[config.mk]
export PLATFORM = sky130hd
export DESIGN_NAME = mf3_kernel
export DESIGN_NICKNAME = d
export VERILOG_FILES = /design/src/mf3_pkg.sv /design/src/mf3_kernel.sv
export SDC_FILE = /design/constraint.sdc
export NUM_CORES = 1
export LEC_CHECK = 0
export BUFFER_PORTS_ARGS = -buffer_cell sky130_fd_sc_hd__buf_2
export CAP_MARGIN = 20
export CORE_MARGIN = 2
export CORE_UTILIZATION = 63
export DETAILED_ROUTE_END_ITERATION = 10
export PLACE_DENSITY = 0.82
export REMOVE_ABC_BUFFERS = 1
export SLEW_MARGIN = 20
export SYNTH_ARGS = -nofsm -noshare
export SYNTH_HDL_FRONTEND = slang
export SYNTH_SLANG_ARGS = --single-unit
[constraint.sdc]
create_clock -name clk -period 18.05 [get_ports clk]
set_clock_uncertainty 0.2 [all_clocks]
set_input_delay 3.61 -clock clk [delete_from_list [all_inputs] [get_ports clk]]
set_output_delay 3.61 -clock clk [all_outputs]
set_load 0.005 [all_outputs]
[src/mf3_pkg.sv]
// ----------------------------------------------------------------------------
// mf3_pkg: shared types and constants of the 3x3 morphology filter
// Register indexes, operator codes, item kinds and the structs that travel
// between the sequencer, the row store and the window kernel.
// ----------------------------------------------------------------------------
package mf3_pkg;

	localparam int PIXEL_W      = 8;
	localparam int WIDTH_REG_W  = 11;
	localparam int HEIGHT_REG_W = 13;
	localparam int MODE_REG_W   = 2;
	localparam int CFG_DATA_W   = 13;
	localparam int CFG_INDEX_W  = 2;

	localparam int WIDTH_RST  = 640;
	localparam int HEIGHT_RST = 480;

	typedef logic [PIXEL_W-1:0] pixel_t;

	localparam pixel_t PIXEL_MAX = 8'd255;

	localparam logic KIND_PIXEL = 1'b0;
	localparam logic KIND_FLUSH = 1'b1;

	typedef enum logic [CFG_INDEX_W-1:0] {
		REG_IMAGE_WIDTH,
		REG_IMAGE_HEIGHT,
		REG_OP_MODE
	} reg_index_t;

	typedef enum logic [MODE_REG_W-1:0] {
		MODE_BIN_ERODE,
		MODE_BIN_DILATE,
		MODE_GRAY_ERODE,
		MODE_GRAY_DILATE
	} mode_t;

	// which sides of the 3x3 neighborhood lie inside the frame
	typedef struct packed {
		logic top;
		logic bot;
		logic left;
		logic right;
	} mask_t;

	typedef struct packed {
		logic  flush;
		logic  emit;
		logic  last;
		mask_t mask;
	} item_t;

	// one row store entry: the pixels two rows and one row above
	typedef struct packed {
		pixel_t above2;
		pixel_t above1;
	} entry_t;

endpackage

[src/mf3_kernel.sv]
// ----------------------------------------------------------------------------
// mf3_kernel: 3x3 window and morphology operator
// Holds the sliding window and evaluates binary or gray erosion/dilation on
// the window center, honoring the frame border mask.
// ----------------------------------------------------------------------------
module mf3_kernel (
	input  logic            clk,
	input  logic            arst_n,
	input  logic            restart,
	input  logic            shift_en,
	input  logic            shift_last,
	input  mf3_pkg::pixel_t col_top,
	input  mf3_pkg::pixel_t col_mid,
	input  mf3_pkg::pixel_t col_bot,
	input  mf3_pkg::mode_t  mode,
	input  mf3_pkg::mask_t  mask,
	output mf3_pkg::pixel_t result
);
	import mf3_pkg::*;

	pixel_t win_q [9];
	logic   clr_pend_q;
	pixel_t col_in [3];
	pixel_t vm [9];
	pixel_t l1 [4];
	pixel_t l2 [2];
	pixel_t l3, tree_out, center;
	logic   row_ok [3];
	logic   col_ok [3];
	logic   take_max, interior, any_zero, any_nonzero;

	function automatic pixel_t pick(input pixel_t a, input pixel_t b, input logic want_max);
		if (want_max) begin
			return (a > b) ? a : b;
		end
		return (a < b) ? a : b;
	endfunction

	assign col_in[0] = col_top;
	assign col_in[1] = col_mid;
	assign col_in[2] = col_bot;

	// after the last word of a frame, zero the old columns on the next shift
	always_ff @(posedge clk or negedge arst_n) begin
		if (!arst_n) begin
			for (int i = 0; i < 9; i++) begin
				win_q[i] <= '0;
			end
			clr_pend_q <= 1'b0;
		end else if (restart) begin
			for (int i = 0; i < 9; i++) begin
				win_q[i] <= '0;
			end
			clr_pend_q <= 1'b0;
		end else if (shift_en) begin
			for (int r = 0; r < 3; r++) begin
				win_q[r*3]     <= clr_pend_q ? '0 : win_q[r*3 + 1];
				win_q[r*3 + 1] <= clr_pend_q ? '0 : win_q[r*3 + 2];
				win_q[r*3 + 2] <= col_in[r];
			end
			clr_pend_q <= shift_last;
		end
	end

	always_comb begin
		row_ok[0] = mask.top;
		row_ok[1] = 1'b1;
		row_ok[2] = mask.bot;
		col_ok[0] = mask.left;
		col_ok[1] = 1'b1;
		col_ok[2] = mask.right;
		take_max  = (mode == MODE_GRAY_DILATE);
		center    = win_q[4];
		interior  = mask.top && mask.bot && mask.left && mask.right;

		// out-of-frame taps become neutral for min or max
		for (int r = 0; r < 3; r++) begin
			for (int c = 0; c < 3; c++) begin
				vm[r*3 + c] = (row_ok[r] && col_ok[c]) ? win_q[r*3 + c] :
					(take_max ? '0 : PIXEL_MAX);
			end
		end

		any_zero    = 1'b0;
		any_nonzero = 1'b0;
		for (int i = 0; i < 9; i++) begin
			if (i != 4) begin
				if (win_q[i] == '0) begin
					any_zero = 1'b1;
				end else begin
					any_nonzero = 1'b1;
				end
			end
		end

		for (int i = 0; i < 4; i++) begin
			l1[i] = pick(vm[2*i], vm[2*i + 1], take_max);
		end
		l2[0]    = pick(l1[0], l1[1], take_max);
		l2[1]    = pick(l1[2], l1[3], take_max);
		l3       = pick(l2[0], l2[1], take_max);
		tree_out = pick(l3, vm[8], take_max);

		case (mode)
			MODE_BIN_ERODE: begin
				result = (interior && (center != '0) && any_zero) ? '0 : center;
			end
			MODE_BIN_DILATE: begin
				result = (interior && (center == '0) && any_nonzero) ? PIXEL_MAX : center;
			end
			default: begin
				result = tree_out;
			end
		endcase
	end

endmodule

Word-level counts from Yosys, hierarchy flattened
Cells that the tools add are included.
{"block": "totals", "ff_bits": 73, "latchBits": 0, "ramBits": 0, "romBits": 0, "input_bits": 35, "out_inout_bits": 8, "mem_count": 0}
{"block": "classes", "n_addsub": 0, "multipliers": 0, "div_mod_pow": 0, "order_cmp": 16, "n_eq_ne": 2, "n_shift": 0, "mux": 71, "n_bitwise": 0, "reduce_logical": 23}
{"op": "two-way mux 8 bit", "count": 49}
{"op": "two-way mux 72 bit", "count": 2}
{"op": "zero test 8 bit", "count": 9}
{"op": "> comparator 8 bit", "count": 8}
{"op": "less-than comparator 8 bit", "count": 8}
{"op": "two-way mux 1 bit", "count": 19}
{"op": "case mux 8 bit (2 select lines)", "count": 1}
{"op": "logical AND 1 bit", "count": 11}
{"op": "nonzero test 8 bit", "count": 1}
{"op": "equality test 2 x 1 -> 1 bit, second input constant", "count": 1}
{"op": "equality test 2 bit, second input constant", "count": 1}
{"op": "zero test 2 bit", "count": 1}
{"op": "nonzero test 2 bit", "count": 1}

Longest topological paths before layout
Gate-level depths: netlist of the first run.
{"block": "depth", "ltp_word": 20, "mapped_depth": 53, "mapped_depth_nobuf": 48}

Worst setup path after synthesis of the first run
OpenSTA, ideal clock, no wires.
{"block": "synth_path", "kind": "input to output", "start": "input port mode[0]", "end": "output port result[7]", "arrival_ns": 12.208, "required_time_ns": 14.240, "slack_ns": 2.032, "stages": 47, "cell_sequence": "buf_4 and2_2 clkbuf_1 clkbuf_1 nand2_1 o21ai_0 inv_1 ha_1 a21oi_1 a21boi_1 nor3_1 a211oi_4 nor3_1 a221o_1 ha_1 a21oi_1 o21ai_0 nor2_1 [11 not listed] a31oi_1 a41oi_2 a2bb2oi_1 mux2_2 buf_6 mux2i_1 ha_1 a21o_1 a21o_1 a21oi_1 o21ai_0 o21a_1 nor2_1 nand2_1 nand2_1 nand2_1 o21ai_0 a211o_1"}
{"block": "synth_between", "elab_chain_cells": 20, "word_cells_on_any_way": 62, "cone_classes": "order compare (16); eq/ne (2); mux (43); reduce/logical (1)"}
{"element": "from (decl)", "line": "mf3_kernel.sv:15", "source": "input mf3_pkg::mode_t mode,"}
{"element": "equality test 2 bit", "line": "mf3_kernel.sv:72", "source": "take_max = (mode == MODE_GRAY_DILATE);"}
{"element": "two-way mux 8 bit", "line": "mf3_kernel.sv:80", "source": "(take_max ? '0 : PIXEL_MAX);"}
{"element": "two-way mux 8 bit", "line": "mf3_kernel.sv:79", "source": "vm[r*3 + c] = (row_ok[r] && col_ok[c]) ? win_q[r*3 + c] :"}
{"element": "> comparator 8 bit", "line": "mf3_kernel.sv:34", "source": "return (a > b) ? a : b;"}
{"element": "two-way mux 8 bit", "line": "mf3_kernel.sv:34"}
{"element": "two-way mux 8 bit", "line": "mf3_kernel.sv:33", "source": "if (want_max) begin"}
{"element": "two-way mux 8 bit", "line": "mf3_kernel.sv:36", "source": "return (a < b) ? a : b;"}
{"element": "> comparator 8 bit", "line": "mf3_kernel.sv:34"}
{"element": "[4 not listed]"}
{"element": "two-way mux 8 bit", "line": "mf3_kernel.sv:34"}
{"element": "two-way mux 8 bit", "line": "mf3_kernel.sv:33"}
{"element": "two-way mux 8 bit", "line": "mf3_kernel.sv:36"}
{"element": "> comparator 8 bit", "line": "mf3_kernel.sv:34"}
{"element": "two-way mux 8 bit", "line": "mf3_kernel.sv:34"}
{"element": "two-way mux 8 bit", "line": "mf3_kernel.sv:33"}
{"element": "two-way mux 8 bit", "line": "mf3_kernel.sv:36"}
{"element": "case mux 8 bit (2 select lines) *", "line": "mf3_kernel.sv:104", "source": "case (mode)"}
{"element": "to (decl)", "line": "mf3_kernel.sv:17", "source": "output mf3_pkg::pixel_t result"}
Mark *: on every way between the ends. The rest lies on a longest branch, timed or not. The select of a mux whose other input is x is not followed.

Worst setup path in the final report of the first run
{"block": "layout_path", "start": "input port mode[1]", "end": "output port result[7]"}
Same word-level chain as after synthesis.

==> impl_metrics.json, run 1 <==
{
  "drt_wl_total_mm": 21.64,
  "rsz0062_at_grt": "no",
  "grt_pass1_vias": 6648,
  "grt_first_pass_wirelength_mm": 33.68,
  "fin_util_pct": 69.54,
  "worstSetupStartpointType": "input pin",
  "final_nets": 988,
  "grt_antenna_before_repair": 0,
  "cts_buffer_depth": 2,
  "tritoncts": "yes",
  "syn_area_sq_um": 7007,
  "antenna_cells": 0,
  "clkSinkCount": 73,
  "cap_violations": 0,
  "die_w_um": 109.5,
  "synthSimpleGateAreaFrac_pct": 20.38,
  "io_buffers": 42,
  "grt_use_total_pct": 36.28,
  "clk_pin_slew_ns": 0.07,
  "dr.pass1.iters": 6,
  "ctsHoldBuffers": 0,
  "hpwl_mm": 16.20,
  "h-tree-depth": 3,
  "die_y_um": 109.5,
  "final_layout_size_suffix_gt1_share_pct": 12.69,
  "gr-total-overflow": 0,
  "dieArea_sq_um": 11980,
  "fin_setup_tns_ns": 0,
  "drv_slew": 0,
  "dpl_cell_area_sq_um": 7268,
  "start_util_pct": 64.64,
  "leakage_nw": 3.539,
  "fin_area_sq_um": 7538,
  "clk_latency_ns": 0.35,
  "power_density_nw_per_um2": 90.83,
  "ant_nets": 0,
  "synth-xor-area-share_pct": 0.2500,
  "cp_max_fo": 17,
  "ys_seq_area_share_pct": 26.07,
  "max_slew.worst_pin.slew_ns": 0.9144,
  "arrival_ns": 13.54,
  "pin_count": 43,
  "drc_errors": 0,
  "crit_top_cell": "nand2_1",
  "synth_top_family_by_area": "compound AO/OA/AOI/OAI gates",
  "fmax_ghz": 0.05763,
  "holdWs_ns": 0.3337,
  "cts_root_buffer": "clkbuf_8",
  "outcome": "complete, no violations",
  "ys_warn_count": 0,
  "coreArea_sq_um": 10840,
  "worstPathRequired_ns": 14.24,
  "setup_violations": 0,
  "vias_per_cell": 6.978,
  "synth_compound_area_share_pct": 30.32,
  "grt_max_degree": 74,
  "gp_congestion": 1.027,
  "synthAdderAreaFrac_pct": 10.71,
  "synth-edff-count": 0,
  "hold_viol_final": 0,
  "ir_drop_mv": 0.07394,
  "num_rows": 38,
  "hold_path.class": "reg -> reg",
  "area_delta_synth_final_pct": 7.589,
  "fin_crit_ns": 17.35,
  "dp_slack_ns": 0.4247,
  "cp-end-kind": "output port",
  "timing.final.crit_share_pct": 96.13,
  "drt-wirelength-per-cell_um": 20.85,
  "drtIter0Drc": 1021,
  "vias": 7243,
  "maxSlewHeadroom_pct": 39.04,
  "syn_inst": 875,
  "crit_slowest_cell": "or3_1",
  "cts_made_buffers": 9,
  "synth-seq-cells": 73,
  "synth_ff_type": "dfrtp_1",
  "syn_avg_cell_area_sq_um": 8.008,
  "async_reset_ff_share_pct": 100.0,
  "synth_mux_area_share_pct": 7.554,
  "crit_type": "in -> out",
  "ys_types": 78,
  "worst_slack_ns": 0.6984,
  "slowest_delay_ns": 0.48
}
-- registers in the layout, summed over array words and instances (netlist names) --
signal,cells
center,8
clr_pend_q,1
win_q,64
-- path summary, 6_finish.rpt --
check                                            start                endpoint  slack (ns)  cells after the start
worst min-delay path             win_q[45]$_DFFE_PN0P_   win_q[45]$_DFFE_PN0P_        0.33                      1
worst min register to register   win_q[45]$_DFFE_PN0P_   win_q[45]$_DFFE_PN0P_        0.33                      1
min in group asynchronous                       arst_n  clr_pend_q$_DFFE_PN0P_        3.26                      2
worst max-delay path                           mode[1]               result[7]        0.70                     47
worst max register to register  clr_pend_q$_DFFE_PN0P_   win_q[13]$_DFFE_PN0P_       16.53                      3
max in group asynchronous                       arst_n    win_q[3]$_DFFE_PN0P_       13.79                      2
-- final cells by class --
type / count / area [sq um]
inverter: 37 / 142.6
clock inverter: 5 / 55.05
multi-input combinational: 720 / 4912
sequential: 73 / 1827
tap: 140 / 175.2
clock buffer: 11 / 141.4
fill: 884 / 3302
timing repair buffer: 52 / 285.3
-- kinds of logic after synthesis --
kind of cell | count (synthesis)
AO/OA/AOI/OAI | 312
XOR/XNOR | 2
adder cells (fa/ha/maj) | 60
buffers and inverters | 82
flip-flops | 73
multiplexers | 51
AND/OR/NAND/NOR | 295
-- metrics by stage --
step	instances	power, W
3_5_place_dp	1020	0.0005401
5_1_grt	1038	0.0007284
6_report	1038	0.0006847
4_1_cts	1036	0.0006692
3_3_place_gp	1020	0.0005318
2_1_floorplan	830	0.0004413
-- metal layers --
layer	global-route usage [%]	vias to the layer above	part of all wire (%)
met3	6.580	65	9.7
met2	55.86	382	44
met1	51.27	3478	43
met4	12.57	0	2.9
met5	0	-	0
li1	-	3318	-
-- worst max-delay path, delay by kind of cell --
kind,cells,cell delay (ns)
mux,3,0.96
buf+inv,6,0.79
compound gates,22,4.25
fa+ha+maj,4,1.25
simple gates,12,2.65
-- what timing repair did --
item,CTS,global route
buffers inserted,0,2
gates resized for setup,0,17
endpoints found under the setup margin,0,8
-- Yosys cell counts (all sizes together), types with 5 or more instances --
cell | number | area share [%]
nor2 | 102 | 5.6
o21ai | 94 | 6.7
dfrtp | 73 | 26
nand2 | 73 | 3.9
ha | 60 | 11
a21oi | 59 | 4.3
a22o | 51 | 6.4
mux2i | 39 | 5.6
inv | 35 | 1.9
clkbuf | 33 | 1.8
nor4 | 24 | 2.4
nand3 | 22 | 1.6
nand4 | 16 | 1.4
nor3 | 16 | 1.2
o21a | 16 | 1.7
a211oi | 14 | 1.8
a21o | 14 | 1.5
buf | 12 | 0.96
mux2 | 12 | 2.0
nor2b | 9 | 0.80
nand2b | 8 | 0.71
o211ai | 8 | 0.86
a31oi | 7 | 0.62
a221o | 5 | 0.71
and2 | 5 | 0.46
and3 | 5 | 0.52
o221ai | 5 | 0.62
-- cell usage in the layout, fill, tap and decap left out, types with 5 or more instances in the layout --
master and instances:
nor2_1 93, o21ai_0 91, dfrtp_1 73, nand2_1 72, ha_1 60, a21oi_1 58, a22o_1 51, buf_2 42
mux2i_1 38, inv_1 34, nor4_1 23, nand3_1 22, o21a_1 16, nand4_1 16, a21o_1 14, nor3_1 12
a211oi_1 12, mux2_2 11, clkbuf_8 10, buf_4 10, nor2b_1 9, nor2_2 8, nand2b_1 8, o211ai_1 8
a31oi_1 7, a221o_1 5, o221ai_1 5
-- power by group --
part           leakage, nW  switching (W)  internal, W
registers            0.997     0.00000933     0.000169
logic                 2.45       0.000226     0.000152
clock network       0.0953      0.0000618    0.0000671
total                 3.54       0.000297     0.000388
Note: power is estimated with default switching activity, not from simulation.
==> inputs of run 2 (changes only) <==
--- a/config.mk
+++ b/config.mk
@@ -12,3 +12,3 @@
 export DETAILED_ROUTE_END_ITERATION = 10
-export PLACE_DENSITY = 0.82
+export PLACE_DENSITY = 0.87
 export REMOVE_ABC_BUFFERS = 1
--- a/constraint.sdc
+++ b/constraint.sdc
@@ -4,2 +4,2 @@
 set_output_delay 3.61 -clock clk [all_outputs]
-set_load 0.005 [all_outputs]
+set_load 0.05 [all_outputs]
==> run 2 against run 1 <==
Net effect:
- first-iteration DRC count fell by 25%
- non-clock buffer count did not move
- worst setup slack better by 0.0073 ns
- sequential power is essentially flat
- final cell count unchanged
- global-route usage shrank 0.33 points
- utilization is 0.092 points higher
- via count fell by 1.9%
- highest routed layer unchanged
- clock-buffer cell count is the same
- largest power group unchanged
- worst hold slack got worse by 0.00079 ns
- clock power is 21% higher
- flip-flop and latch count is the same
==> impl_metrics.json, run 2 (synthesis gave the netlist of run 1 again) <==
{
  "grt_pass1_vias": 6443,
  "power_switching_w": 0.0003199,
  "cap_violations": 0,
  "final_nets": 988,
  "worstSetupStartpointType": "input pin",
  "ir_drop_mv": 0.05770,
  "cts_made_buffers": 9,
  "start_util_pct": 64.64,
  "die_y_um": 109.5,
  "slowest_delay_ns": 0.50,
  "fin_crit_ns": 17.34,
  "final_cell_count_no_fill": 1038,
  "gp_congestion": 0.9843,
  "top_register": "win_q",
  "leakage_nw": 3.557,
  "combPwrFrac_pct": 54.3,
  "clkPwrFrac_pct": 21.4,
  "crit_slowest_cell": "nor3_1",
  "arrival_ns": 13.53,
  "num_rows": 38,
  "coreArea_sq_um": 10840,
  "dr.pass1.iters": 6,
  "fin_setup_tns_ns": 0,
  "fin_total_pwr_w": 0.0007322,
  "grt_use_total_pct": 35.95,
  "fin_util_pct": 69.63,
  "io_buffers": 42,
  "cts_root_buffer": "clkbuf_8",
  "final_common_cell": "nor2_1",
  "cts_buffer_depth": 2,
  "hold_viol_final": 0,
  "hpwl_mm": 15.56,
  "grt_first_pass_wirelength_mm": 33.38,
  "power_density_nw_per_um2": 97.00,
  "clk_latency_ns": 0.36,
  "post-place-cells": 1021,
  "drc_errors": 0,
  "drv_slew": 0,
  "grt_max_degree": 74,
  "ctsHoldBuffers": 0,
  "netSwitchingFraction_pct": 43.69,
  "clk_pin_slew_ns": 0.07,
  "fmax_ghz": 0.05766,
  "h-tree-depth": 3,
  "vias_per_cell": 6.849,
  "outcome": "complete, no violations",
  "setup_violations": 0,
  "timing.final.crit_share_pct": 96.09,
  "seqPwrFrac_pct": 24.3,
  "crit_type": "in -> out",
  "drtIter0Drc": 762,
  "maxSlewHeadroom_pct": 37.02,
  "p_int_w": 0.0004123,
  "clkSinkCount": 73,
  "ant_nets": 0,
  "dieArea_sq_um": 11980,
  "drt_wl_total_mm": 20.95,
  "final_layout_size_suffix_gt1_share_pct": 11.58,
  "area_delta_synth_final_pct": 7.732,
  "rsz0062_at_grt": "no",
  "drt-wirelength-per-cell_um": 20.18,
  "antenna_cells": 0,
  "worstPathRequired_ns": 14.24,
  "cp_max_fo": 17,
  "final-seq-area_sq_um": 1827,
  "largest_reg_flops": 64,
  "multi_input_area_sq_um": 4872,
  "fillCellCount": 899,
  "tritoncts": "yes",
  "die_w_um": 109.5,
  "vias": 7109,
  "pin_count": 43,
  "max_slew.worst_pin.slew_ns": 0.9348,
  "cp_top_family": "compound AO/OA/AOI/OAI gates",
  "layout_common_cells": "nor2_1 (96), o21ai_0 (92), dfrtp_1 (73)",
  "gr-total-overflow": 0,
  "cp-end-kind": "output port",
  "holdWs_ns": 0.3330,
  "path_buf_inv": 6,
  "hold_path.class": "reg -> reg",
  "grt_antenna_before_repair": 0
}
run 2: cell type report:
type	count	area share, %
flip-flops and latches	73	24.20
repair buffers	52	3.978
inverters	37	1.840
clock buffers	11	1.740
well taps	140	2.321
multi-input cells	720	64.54
clock inverters	5	1.376
run 2: path summary, 6_finish.rpt:
path / depth (start not counted) / slack [ns] / to / startpoint
worst min register to register: 1 / 0.33 / win_q[42]$_DFFE_PN0P_ / win_q[42]$_DFFE_PN0P_
worst min-delay path: 1 / 0.33 / win_q[42]$_DFFE_PN0P_ / win_q[42]$_DFFE_PN0P_
worst max-delay path: 46 / 0.71 / result[6] / mode[1]
min in group asynchronous: 1 / 3.19 / win_q[54]$_DFFE_PN0P_ / arst_n
max in group asynchronous: 1 / 13.84 / win_q[15]$_DFFE_PN0P_ / arst_n
worst max register to register: 3 / 16.50 / win_q[15]$_DFFE_PN0P_ / clr_pend_q$_DFFE_PN0P_
run 2: routing by layer:
metal | vias up | global-route usage (%) | share of wire (%)
met5 | - | 0 | 0
met4 | 0 | 10.58 | 1.8
met3 | 40 | 7.647 | 11
met2 | 420 | 52.65 | 44
met1 | 3313 | 53.19 | 44
li1 | 3336 | - | -
run 2: power by group through the flow:
stage / sequential, W / combinational [W] / clock, W
detailed placement: 0.000181 / 0.000386 / 0
global route: 0.000179 / 0.000434 / 0.000163
floorplan: 0.000177 / 0.000294 / 0
finish: 0.000178 / 0.000398 / 0.000156
global placement: 0.000181 / 0.000381 / 0
CTS: 0.000178 / 0.000388 / 0.000157
run 2: metrics by stage:
step | cell area, sq um | setup WS, ns
after global routing | 7548 | 0.07131
after detailed placement | 7283 | 0.9443
after floorplan | 6815 | 1.339
after global placement | 7283 | 1.070
final | 7548 | 0.7057
after CTS | 7518 | 0.9037
run 2: repair_timing:
action	in CTS	in global routing
hold endpoints to repair	0	0
endpoints found under the setup margin	0	5
resized for setup	0	4
buffers inserted	0	0
run 2: worst reg2reg max path, stage by stage (launching register included):
cell	delay [ns]
dfrtp_1	0.40
nor3b_2	0.16
buf_4	0.48
a22o_1	0.25
