**config.mk**
```make
export PLATFORM = sky130hd
export DESIGN_NAME = mf3_seq
export DESIGN_NICKNAME = d
export VERILOG_FILES = /design/src/mf3_pkg.sv /design/src/mf3_seq.sv
export SDC_FILE = /design/constraint.sdc
export NUM_CORES = 1
export LEC_CHECK = 0
export BUFFER_PORTS_ARGS = -buffer_cell sky130_fd_sc_hd__clkbuf_2
export CORE_MARGIN = 2
export CORE_UTILIZATION = 35
export CTS_CLUSTER_DIAMETER = 80
export DETAILED_ROUTE_END_ITERATION = 8
export PLACE_DENSITY = 0.5
export SLEW_MARGIN = 20
export SYNTH_ARGS = -nofsm -noshare
export SYNTH_HDL_FRONTEND = slang
export SYNTH_SLANG_ARGS = --single-unit
export TNS_END_PERCENT = 5
```
**constraint.sdc**
```tcl
create_clock -name clk -period 3.2 [get_ports clk]
set_clock_uncertainty 0.2 [all_clocks]
set_input_delay 0.64 -clock clk [delete_from_list [all_inputs] [get_ports clk]]
set_output_delay 0.64 -clock clk [all_outputs]
set_load 0.005 [all_outputs]
```
**src/mf3_pkg.sv**
```systemverilog
// ----------------------------------------------------------------------------
// mf3_pkg: shared types and constants of the 3x3 morphology filter
// Register indexes, operator codes, item kinds and the structs that travel
// between the sequencer, the row store and the window kernel.
// ----------------------------------------------------------------------------
package mf3_pkg;

	localparam int PIXEL_W      = 8;
	localparam int WIDTH_REG_W  = 11;
	localparam int HEIGHT_REG_W = 13;
	localparam int MODE_REG_W   = 2;
	localparam int CFG_DATA_W   = 13;
	localparam int CFG_INDEX_W  = 2;

	localparam int WIDTH_RST  = 640;
	localparam int HEIGHT_RST = 480;

	typedef logic [PIXEL_W-1:0] pixel_t;

	localparam pixel_t PIXEL_MAX = 8'd255;

	localparam logic KIND_PIXEL = 1'b0;
	localparam logic KIND_FLUSH = 1'b1;

	typedef enum logic [CFG_INDEX_W-1:0] {
		REG_IMAGE_WIDTH,
		REG_IMAGE_HEIGHT,
		REG_OP_MODE
	} reg_index_t;

	typedef enum logic [MODE_REG_W-1:0] {
		MODE_BIN_ERODE,
		MODE_BIN_DILATE,
		MODE_GRAY_ERODE,
		MODE_GRAY_DILATE
	} mode_t;

	// which sides of the 3x3 neighborhood lie inside the frame
	typedef struct packed {
		logic top;
		logic bot;
		logic left;
		logic right;
	} mask_t;

	typedef struct packed {
		logic  flush;
		logic  emit;
		logic  last;
		mask_t mask;
	} item_t;

	// one row store entry: the pixels two rows and one row above
	typedef struct packed {
		pixel_t above2;
		pixel_t above1;
	} entry_t;

endpackage

```
**src/mf3_seq.sv**
```systemverilog
// ----------------------------------------------------------------------------
// mf3_seq: configuration registers and raster position sequencer
// Tracks the input and output raster positions, decides what each accepted
// word does, and produces the line buffer address and border mask.
// ----------------------------------------------------------------------------
module mf3_seq #(
	parameter int MAX_WIDTH  = 1024,
	parameter int MAX_HEIGHT = 4096,
	parameter int COL_W      = $clog2(MAX_WIDTH),
	parameter int ROW_W      = $clog2(MAX_HEIGHT)
) (
	input  logic                              clk,
	input  logic                              arst_n,
	input  logic                              cfg_wr_en,
	input  logic [mf3_pkg::CFG_INDEX_W-1:0]   cfg_index,
	input  logic [mf3_pkg::CFG_DATA_W-1:0]    cfg_data,
	input  logic                              accept,
	input  logic                              kind,
	output logic                              act,
	output mf3_pkg::item_t                    item,
	output logic [COL_W-1:0]                  rd_addr,
	output mf3_pkg::mode_t                    op_mode,
	output logic                              restart
);
	import mf3_pkg::*;

	localparam logic [COL_W-1:0] WM1_RST =
		COL_W'((WIDTH_RST > MAX_WIDTH) ? MAX_WIDTH - 1 : WIDTH_RST - 1);
	localparam logic [ROW_W-1:0] HM1_RST =
		ROW_W'((HEIGHT_RST > MAX_HEIGHT) ? MAX_HEIGHT - 1 : HEIGHT_RST - 1);

	logic [COL_W-1:0] wm1_q, in_col_q, out_col_q, wm1_d;
	logic [ROW_W-1:0] hm1_q, in_row_q, out_row_q, hm1_d;
	logic             loaded_q;
	mode_t            mode_q;
	logic [31:0]      w_req, h_req;
	logic             wr_w, wr_h, wr_m;
	logic             is_flush, pix_act, fl_act, in_last, out_last, pix_emit, emit;

	// clamp width and height: zero acts as one, oversize as the maximum
	always_comb begin
		w_req = 32'(cfg_data[WIDTH_REG_W-1:0]);
		h_req = 32'(cfg_data[HEIGHT_REG_W-1:0]);
		if (w_req == 32'd0) begin
			wm1_d = '0;
		end else if (w_req > 32'(MAX_WIDTH)) begin
			wm1_d = COL_W'(MAX_WIDTH - 1);
		end else begin
			wm1_d = COL_W'(w_req - 32'd1);
		end
		if (h_req == 32'd0) begin
			hm1_d = '0;
		end else if (h_req > 32'(MAX_HEIGHT)) begin
			hm1_d = ROW_W'(MAX_HEIGHT - 1);
		end else begin
			hm1_d = ROW_W'(h_req - 32'd1);
		end
	end

	assign wr_w    = cfg_wr_en && (cfg_index == REG_IMAGE_WIDTH);
	assign wr_h    = cfg_wr_en && (cfg_index == REG_IMAGE_HEIGHT);
	assign wr_m    = cfg_wr_en && (cfg_index == REG_OP_MODE);
	assign restart = wr_w || wr_h;

	always_comb begin
		is_flush = (kind == KIND_FLUSH);
		pix_act  = !is_flush && !loaded_q;
		fl_act   = is_flush && loaded_q;
		act      = pix_act || fl_act;
		in_last  = (in_row_q == hm1_q) && (in_col_q == wm1_q);
		out_last = (out_row_q == hm1_q) && (out_col_q == wm1_q);
		// no result until the window center reaches the first pixel
		pix_emit = !((in_row_q == '0) || ((in_row_q == ROW_W'(1)) && (in_col_q == '0)));
		emit     = fl_act || (pix_act && pix_emit);

		item.flush      = is_flush;
		item.emit       = emit;
		item.last       = fl_act && out_last;
		item.mask.top   = (out_row_q != '0);
		item.mask.bot   = (out_row_q != hm1_q);
		item.mask.left  = (out_col_q != '0);
		item.mask.right = (out_col_q != wm1_q);

		// flush fetches the column right of the output position
		if (!is_flush) begin
			rd_addr = in_col_q;
		end else if (out_col_q == wm1_q) begin
			rd_addr = '0;
		end else begin
			rd_addr = out_col_q + COL_W'(1);
		end
	end

	assign op_mode = mode_q;

	always_ff @(posedge clk or negedge arst_n) begin
		if (!arst_n) begin
			wm1_q     <= WM1_RST;
			hm1_q     <= HM1_RST;
			mode_q    <= MODE_BIN_ERODE;
			in_col_q  <= '0;
			in_row_q  <= '0;
			out_col_q <= '0;
			out_row_q <= '0;
			loaded_q  <= 1'b0;
		end else begin
			if (wr_w) begin
				wm1_q <= wm1_d;
			end
			if (wr_h) begin
				hm1_q <= hm1_d;
			end
			if (wr_m) begin
				mode_q <= mode_t'(cfg_data[MODE_REG_W-1:0]);
			end
			if (restart) begin
				in_col_q  <= '0;
				in_row_q  <= '0;
				out_col_q <= '0;
				out_row_q <= '0;
				loaded_q  <= 1'b0;
			end else if (accept) begin
				if (pix_act) begin
					if (in_last) begin
						loaded_q <= 1'b1;
					end else if (in_col_q == wm1_q) begin
						in_col_q <= '0;
						in_row_q <= in_row_q + ROW_W'(1);
					end else begin
						in_col_q <= in_col_q + COL_W'(1);
					end
				end
				if (fl_act && out_last) begin
					// frame done: start over for the next frame
					in_col_q  <= '0;
					in_row_q  <= '0;
					out_col_q <= '0;
					out_row_q <= '0;
					loaded_q  <= 1'b0;
				end else if (emit) begin
					if (out_col_q == wm1_q) begin
						out_col_q <= '0;
						out_row_q <= out_row_q + ROW_W'(1);
					end else begin
						out_col_q <= out_col_q + COL_W'(1);
					end
				end
			end
		end
	end

endmodule

```
After elaboration in Yosys (flattened, before gate mapping)
Index checks and enable logic that the tools add are counted.
- latch bits: 0
- memories kept: 0
- output and inout port bits: 21
- input port bits: 20
- bits in read-only memories: 0
- RAM bits: 0
- bits in registers: 69
- multiplexer cells: 32
- reductions and logical operators: 35
- shifts and indexed selects: 0
- eq/ne operators: 10
- bitwise logic cells: 0
- magnitude comparators: 2
- add/sub/neg operators: 6
- multipliers: 0
- div/mod/pow operators: 0
- operators with widths (cell ; count):
    $mux W12 ; 13
    $mux W10 ; 14
    $add A12 B1 Y12 const B ; 2
    $eq A12 B12 Y1 ; 2
    $add A10 B1 Y10 const B ; 2
    $eq A10 B10 Y1 ; 2
    $reduce_bool A3 Y1 ; 5
    $gt A13 B13 Y1 const B ; 1
    $logic_not A13 Y1 ; 1
    $eq A12 B1 Y1 const B ; 1
    $logic_not A12 Y1 ; 1
    $ne A12 B12 Y1 ; 1
    $reduce_bool A12 Y1 ; 1
    $sub A12 B1 Y12 const B ; 1
    $gt A11 B11 Y1 const B ; 1
    $logic_not A11 Y1 ; 1
    $logic_and A1 B1 Y1 ; 10
    $logic_not A10 Y1 ; 1
    $ne A10 B10 Y1 ; 1
    $reduce_bool A10 Y1 ; 1
    $sub A10 B1 Y10 const B ; 1
    $reduce_and A3 Y1 ; 3
    $mux W1 ; 5
    $logic_or A1 B1 Y1 ; 4
    8 further kinds ; 10

Depth between registers and ports, before layout
Gate-level depths: netlist of run 1.
- depth in word-level cells: 10
- mapped depth: 9
- mapped depth without buffers: 8

Worst setup path after synthesis of run 1
OpenSTA, ideal clock, no wires.
- kind: flip-flop to output port
- start point: register out_col_q[5]
- end point: output rd_addr[1]
- path buffers: 2
- arrival time: 1.928 ns
- slack: 0.432 ns
- cell stages (with the launch flop): 9
- path through: dfrtp_1 clkbuf_1 xor2_1 nor4_1 and4_1 buf_2 clkinv_1 and2_1 mux2_2
- longest elaborated chain between the ends: 3
- RTL lines (element ; line ; RTL):
    start: declaration ; mf3_seq.sv:32 ; logic [COL_W-1:0] wm1_q, in_col_q, out_col_q, wm1_d;
    start signal: assignment ; mf3_seq.sv:145 ; out_col_q <= out_col_q + COL_W'(1);
    $eq A10 B10 Y1 ; mf3_seq.sv:87 ; end else if (out_col_q == wm1_q) begin
    $mux W10 ; mf3_seq.sv:87 ;
    $mux W10 ; mf3_seq.sv:85 ; if (!is_flush) begin
    end: declaration ; mf3_seq.sv:21 ; output logic [COL_W-1:0] rd_addr,
No other way between the ends.

Worst setup path in the final report of run 1
- start point: register out_col_q[0]
- end point: output rd_addr[8]
- longest elaborated chain between the ends: 3
- RTL lines (element ; line):
    $add A10 B1 Y10 / $eq A10 B10 Y1 (equally long branches) ; mf3_seq.sv:90, mf3_seq.sv:87
    $mux W10 (*) ; mf3_seq.sv:87
    $mux W10 (*) ; mf3_seq.sv:85
Mark *: on every way between the ends. The rest lies on a longest branch, timed or not.

==> summary.txt, run 1 <==
Worst setup path
  • Reg2Reg Setup Slack: between 0.2 and 0.3 ns
  • Data arrival, critical path: 2.23 ns
  • Critical path origin: out_col_q[0]
  • Worst R2R Start: out_row_q[5]
  • WP data required: 2.36 ns
  • Largest stage delay, worst path: approximately 0.42 ns
  • Crit path kind: register to output port
  • Element type at the critical path start: register
  • Reg2reg path depth: 7
  • Critical path fanouts, max: 4
  • Most common cell on crit path: and3_2
  • Cell Chain, Critical Path: ha_2 -> and3_2 -> and3_2 -> and3_1 -> xor2_1 -> nand3_1 -> o21ai_0 -> clkbuf_2
  • Setup crit end: rd_addr[8]
  • FF-to-FF End: out_row_q[0]
  • CP Capture Type: output port
  • Worst path slowest cell: dfrtp_1

Power
  • Maximum VDD drop: approximately 0.25 mV
  • Power per Cell Area: about 470 nW/um^2
  • Lkg Pwr: 0.00243 uW

Floorplan
  • Die Span X: 121 um
  • Die ar.: roughly 15000 um^2
  • Rows: 42
  • I/O pins: 41
  • Die H: about 120 um
  • Core ar.: roughly 13000 um^2
  • Initial Util: 0.361

Global route
  • Initial antenna violation count: 0
  • Largest net degree at the start of global routing: 30
  • First-pass GRT wire length: between 20 and 25 mm
  • GRT Residual Overflow: 0
  • GRT Util Overall: 0.193
  • Vias in the first global route: between 4000 and 5000

Hold path
  • Worst hold path type: primary input to async pin

Route
  • WL final: roughly 13 mm
  • Routed WL per cell: between 15 and 20 um
  • DR vias/cell: roughly 5.5
  • ANT nets after route: 0
  • DRC: 0
  • Via count: roughly 4300
  • Initial DRC count: about 260
  • Drt first pass iters: 4

Synth
  • Synthesized flop and latch total: 69
  • Post-synth top area share: 0.276
  • Post-Syn Instances: ~560
  • Ys async rst share: 1.00
  • Synth area leader: dfrtp_1
  • Area contributors post-synth: dfrtp_1 (28%), dfstp_2 (8.8%), xor2_1 (5.8%)
  • Cell Area, Synth: around 4800 um^2
  • Register area share after synthesis: 0.364
  • Yosys warning count: 0
  • Library cells used by synthesis: 53
  • Synth Flop Type: dfrtp_1
  • Syn nets: 589
  • Post-synth EDFFs: 0
  • Mean post-synth cell area: 8.63 um^2

Timing
  • Fmax: around 0.33 GHz
  • RSZ-0062 raised after global routing: no
  • Fin. Hold Viols: 0
  • Period utilization: 0.960
  • Final Slew Violations: 0
  • # setup viols final: 0
  • Fin Hold WS: ~0.13 ns
  • Post-route setup TNS: 0 ns
  • Measured slew at the worst slew-check pin: 0.764 ns
  • Fin crit period: about 3 ns
  • Max-Slew Margin vs Limit: 0.489

Cells and area
  • Commonest non-fill, non-tap cells in the layout: nand2_1 (58), dfrtp_1 (52), nand3_1 (50), clkbuf_2 (39), xor2_1 (32)
  • Fin util: 0.415
  • Fillers: about 1300
  • Storage cell area: around 1700 um^2
  • Layout cell share with drive strength beyond 1: 0.188
  • Multi-input gate area: 2850 um^2
  • Most common cell after layout, fill and taps aside: nand2_1
  • Final #Nets: between 600 and 700
  • P&R area growth vs syn: 15.1%
  • Antenna Cells: 0

Clock network
  • Clock-pin slew on the worst setup and hold paths: 0.06 ns
  • Clock root cell: clkbuf_16
  • Worst skew pair latency: approximately 0.35 ns
  • Hold_buf cts: 0
  • Clk sink count: just under 70
  • CTS H-tree lvls: 3
  • CTS tree: built
  • Max Buffers Root-to-Sink: 2
  • CTS Buf Count: 9

Run status
  • Outcome: complete, no violations

Place
  • GPL Wtd Cong: around 0.87
  • DP Wirelength: just over 10 mm
  • PortBufs: 40

Job
  • Max cap viols: 0
[per-layer routing]
metal | share of wire | vias to the layer above | global-route usage
met3 | 0.032 | 14 | 0.0277
met4 | 0.018 | 0 | 0.0756
met5 | 0 | - | 0
met2 | 0.46 | 74 | 0.294
li1 | - | 2083 | -
met1 | 0.50 | 2083 | 0.275
[through the flow]
| stage | power [uW] | area, um^2 | cells | setup WS [ns] |
|---|---|---|---|---|
| 2_1_floorplan | 1480 | 4800 | 556 | 0.432 |
| 3_3_place_gp | 1670 | 5230 | 757 | 0.216 |
| 3_5_place_dp | 1690 | 5230 | 757 | 0.149 |
| 4_1_cts | 2630 | 5500 | 773 | 0.0177 |
| 5_1_grt | 2740 | 5520 | 773 | 0.0188 |
| 6_report | 2600 | 5520 | 773 | 0.129 |
[what timing repair did]
| item | in CTS | in global routing |
|---|---|---|
| setup endpoints to repair | 1 | 3 |
| gates cloned | 0 | 0 |
| gates resized for setup | 1 | 5 |
| pin swaps | 0 | 0 |
| buffers inserted | 0 | 0 |
[flip-flops by register name (all words and copies together), names as in the netlist]
register / cells
in_row_q: 12
wm1_q: 10
op_mode: 2
hm1_q: 12
in_col_q: 10
loaded_q: 1
out_col_q: 10
out_row_q: 12
[final cells by class]
| cell class | instances | area share |
|---|---|---|
| clock buffers | 12 | 0.0446 |
| clock inverters | 4 | 0.00453 |
| inverters | 22 | 0.0150 |
| multi-input cells | 432 | 0.517 |
| flip-flops and latches | 69 | 0.316 |
| well taps | 176 | 0.0399 |
| repair buffers | 58 | 0.0630 |
[synth_stat cells (all sizes together), types with 3 or more instances]
| cell type | count |
|---|---|
| and2 | 4 |
| nand4 | 15 |
| o221ai | 3 |
| and3 | 9 |
| xor2 | 32 |
| a22o | 21 |
| o31ai | 14 |
| or2 | 4 |
| or3 | 6 |
| nand2b | 11 |
| nor3 | 17 |
| xnor2 | 30 |
| buf | 9 |
| a21oi | 12 |
| dfstp | 16 |
| a21o | 6 |
| ha | 13 |
| nor2b | 5 |
| nor4 | 14 |
| or4 | 6 |
| o211ai | 12 |
| mux2 | 4 |
| clkbuf | 24 |
| nand2 | 58 |
| nor2 | 27 |
| dfrtp | 53 |
| o21ai | 29 |
| nand3 | 50 |
| inv | 21 |
| o21bai | 6 |
| nor4b | 5 |
[cells by family (layout without fill, tap and decap cells)]
kind of cell    Yosys count  count (layout)  synth area share
flops                    69              69             0.364
fa+ha+maj                13              13            0.0339
compound gates          115             115             0.172
mux                       6               6            0.0136
buf+inv                  55              96            0.0459
simple gates            236             236             0.257
xor+xnor                 62              62             0.113
[where the power goes]
part / total, uW / switching (uW) / internal (uW) / leakage [uW]
registers: 1160 / 170 / 993 / 0.000853
clock network: 932 / 389 / 543 / 0.000129
logic: 506 / 264 / 242 / 0.00145
total: 2600 / 823 / 1780 / 0.00243
[worst max-delay path: cells and delay by family, from the launching register on]
family                     cells  cell delay, ns
and+or+nand+nor                4            0.81
DFF                            1            0.42
AOI/OAI and AO/OA              1            0.09
buffers and inverters          1            0.15
adders and majority gates      1            0.24
xor gates and xnor gates       1            0.19
[worst min-delay path by stage]
stage,from,to,slack (ns)
2_1_floorplan,arst_n,hm1_q[10],0.14
3_3_place_gp,op_mode[1],op_mode[1],0.27
3_5_place_dp,hm1_q[0],hm1_q[0],0.27
4_1_cts,arst_n,out_col_q[9],0.15
5_1_grt,arst_n,in_col_q[6],0.18
6_report,arst_n,in_col_q[6],0.13
(Power assumes the default switching activity.)
==> inputs of run 2 (changes only) <==
--- a/config.mk
+++ b/config.mk
@@ -10,7 +10,7 @@
 export CORE_UTILIZATION = 35
 export CTS_CLUSTER_DIAMETER = 80
 export DETAILED_ROUTE_END_ITERATION = 8
-export PLACE_DENSITY = 0.5
+export PLACE_DENSITY_LB_ADDON = 0.08
 export SLEW_MARGIN = 20
 export SYNTH_ARGS = -nofsm -noshare
 export SYNTH_HDL_FRONTEND = slang
==> run 2 against run 1 <==
Non-clock buffer count is 2 higher. Via count is 1.3% lower. Count of clock-buffer cells in the layout is 1 lower. Sequential power hardly changed. Register-to-register slack hardly changed.
==> summary.txt, run 2 (synthesis results as in run 1) <==
Route
  • Met1 wire length: roughly 7 mm
  • Routed WL per cell: 17.6 um
  • Initial DRC count: about 330
  • Via count: ~4200
  • Met3 wire len: around 480 um
  • Drt first pass iters: 5
  • Met2 wire len: between 6 and 7 mm
  • ANT nets after route: 0
  • DR vias/cell: 5.42
  • Max Used Layer: met4
  • DRC: 0
  • WL final: about 14 mm

Worst setup path
  • Crit path kind: register to output port
  • WP data required: 2.36 ns
  • CP Capture Type: output port
  • Critical path depth: 7
  • Bufs and invs on worst path: 2
  • Worst path slowest cell: dfstp_2
  • Reg2reg path depth: 7
  • Largest stage delay, worst path: around 0.57 ns
  • Critical path fanouts, max: 7
  • Cell Chain, Critical Path: xor2_1 -> nor4_1 -> and4_1 -> clkinv_2 -> and2_1 -> mux2_2 -> clkbuf_2
  • CP delay by family, top: simple AND/OR/NAND/NOR gates
  • Element type at the critical path start: register
  • Data arrival, critical path: 2.27 ns

Cells and area
  • Most common cell after layout, fill and taps aside: nand2_1
  • P&R area growth vs syn: 16.3%
  • Layout cell share with drive strength beyond 1: 0.189
  • Fin util: 0.420
  • Final #Nets: approximately 630
  • Largest registers: hm1_q: 12 flops, in_row_q: 12 flops, out_row_q: 12 flops
  • Antenna Cells: 0
  • Post-route design area: between 5000 and 6000 um^2
  • Post-route insts no fill: ~770
  • Commonest non-fill, non-tap cells in the layout: nand2_1 (58), dfrtp_1 (52), nand3_1 (50), clkbuf_2 (39), xor2_1 (32)

Clock network
  • Clk sink count: 69
  • Max Buffers Root-to-Sink: 2
  • Post CTS Setup Buffer Count: 0
  • Clock root cell: clkbuf_16
  • CTS Buf Count: 9
  • Worst skew pair latency: around 0.35 ns
  • CTS H-tree lvls: 3
  • Hold_buf cts: 0
  • CTS tree: built
  • Clock-pin slew on the worst setup and hold paths: approximately 0.060 ns

Timing
  • Fin crit period: between 3 and 4 ns
  • RSZ-0062 raised after global routing: yes
  • Fin. Hold Viols: 0
  • Max-Slew Margin vs Limit: 0.371
  • Final Slew Violations: 0
  • Period utilization: 0.973
  • # setup viols final: 0
  • Measured slew at the worst slew-check pin: around 0.94 ns
  • Fin worst setup slack: approximately 0.087 ns
  • Post-route setup TNS: 0 ns
  • Fmax: ~0.32 GHz

Global route
  • Initial antenna violation count: 0
  • Largest net degree at the start of global routing: 45
  • GRT Residual Overflow: 0
  • First-pass GRT wire length: about 22 mm
  • Vias in the first global route: between 4000 and 5000
  • GRT Util Overall: 0.197

Power
  • Lkg Pwr: between 0.002 and 0.0025 uW
  • Power per Cell Area: 494 nW/um^2
  • Maximum VDD drop: ~0.28 mV

Floorplan
  • Die H: 121 um
  • Die ar.: 14700 um^2
  • Core ar.: approximately 13000 um^2
  • Initial Util: 0.361
  • Rows: 42
  • Die Span X: about 120 um
  • I/O pins: 41

Place
  • Dpl ws: 0.149 ns
  • PortBufs: 40
  • DP Wirelength: 10.2 mm
  • DP Area: 5240 um^2
  • Placed cells: between 700 and 800
  • GPL Wtd Cong: between 0.8 and 0.9

Run status
  • Outcome: complete, no violations

Job
  • Max cap viols: 0

Hold path
  • Worst hold path type: primary input to async pin
## run 2: cell types whose count changed in the layout (fill, tap and decap cells not counted)
| cell | delta |
|---|---|
| buf_4 | +2 |
| bufinv_16 | +2 |
| clkbuf_1 | -1 |
| nor3_1 | +1 |
| nor3_2 | -1 |
| clkinvlp_4 | -1 |
| inv_2 | -1 |
## run 2: repair_timing
action / in CTS / in global routing
setup endpoints to repair: 2 / 2
gates cloned: 0 / 0
gates resized for setup: 2 / 4
## run 2: area by class of cell
class                           count  area [um^2]
Multi-Input combinational cell    432         2850
Sequential cell                    69         1750
Inverter                           22         83.8
Tap cell                          176          220
Fill cell                        1351         7720
Clock inverter                      4         72.6
Timing Repair Buffer               60          363
Clock buffer                       11          243
## run 2: worst paths after layout
kind                             from           end  slack, ns
max                          wm1_q[5]    rd_addr[1]       0.09
min                            arst_n   in_col_q[4]       0.12
max reg2reg                  hm1_q[0]  out_row_q[0]       0.27
min reg2reg                op_mode[1]    op_mode[1]       0.29
max in group asynchronous      arst_n      hm1_q[7]       1.95
min in group clk           op_mode[1]    op_mode[1]       0.29
## run 2: metrics by stage
| step | total power (uW) | hold slack, ns |
|---|---|---|
| floorplan | 1480 | 0.144 |
| global placement | 1680 | 0.274 |
| detailed placement | 1690 | 0.290 |
| CTS | 2790 | 0.143 |
| global route | 2920 | 0.179 |
| finish | 2750 | 0.122 |
## run 2: worst reg2reg max path, stage by stage, from the launching register on
cell,delay (ns)
dfstp_2,0.59
xor2_1,0.08
nor4_1,0.46
nor4b_2,0.45
buf_4,0.21
a21o_1,0.34
nor2_1,0.20
mux2_2,0.30
## run 2: power by group
group | internal [uW] | leakage, uW | total, uW | switching (uW)
sequential | 993 | 0.000853 | 1160 | 168
combinational | 245 | 0.00145 | 514 | 269
clock | 697 | 0.000152 | 1080 | 380
## run 2: per-layer routing
| metal | vias to the layer above | global-route usage |
|---|---|---|
| met3 | 18 | 0.0399 |
| met5 | - | 0 |
| li1 | 2076 | - |
| met2 | 81 | 0.289 |
| met4 | 0 | 0.0756 |
| met1 | 2023 | 0.282 |
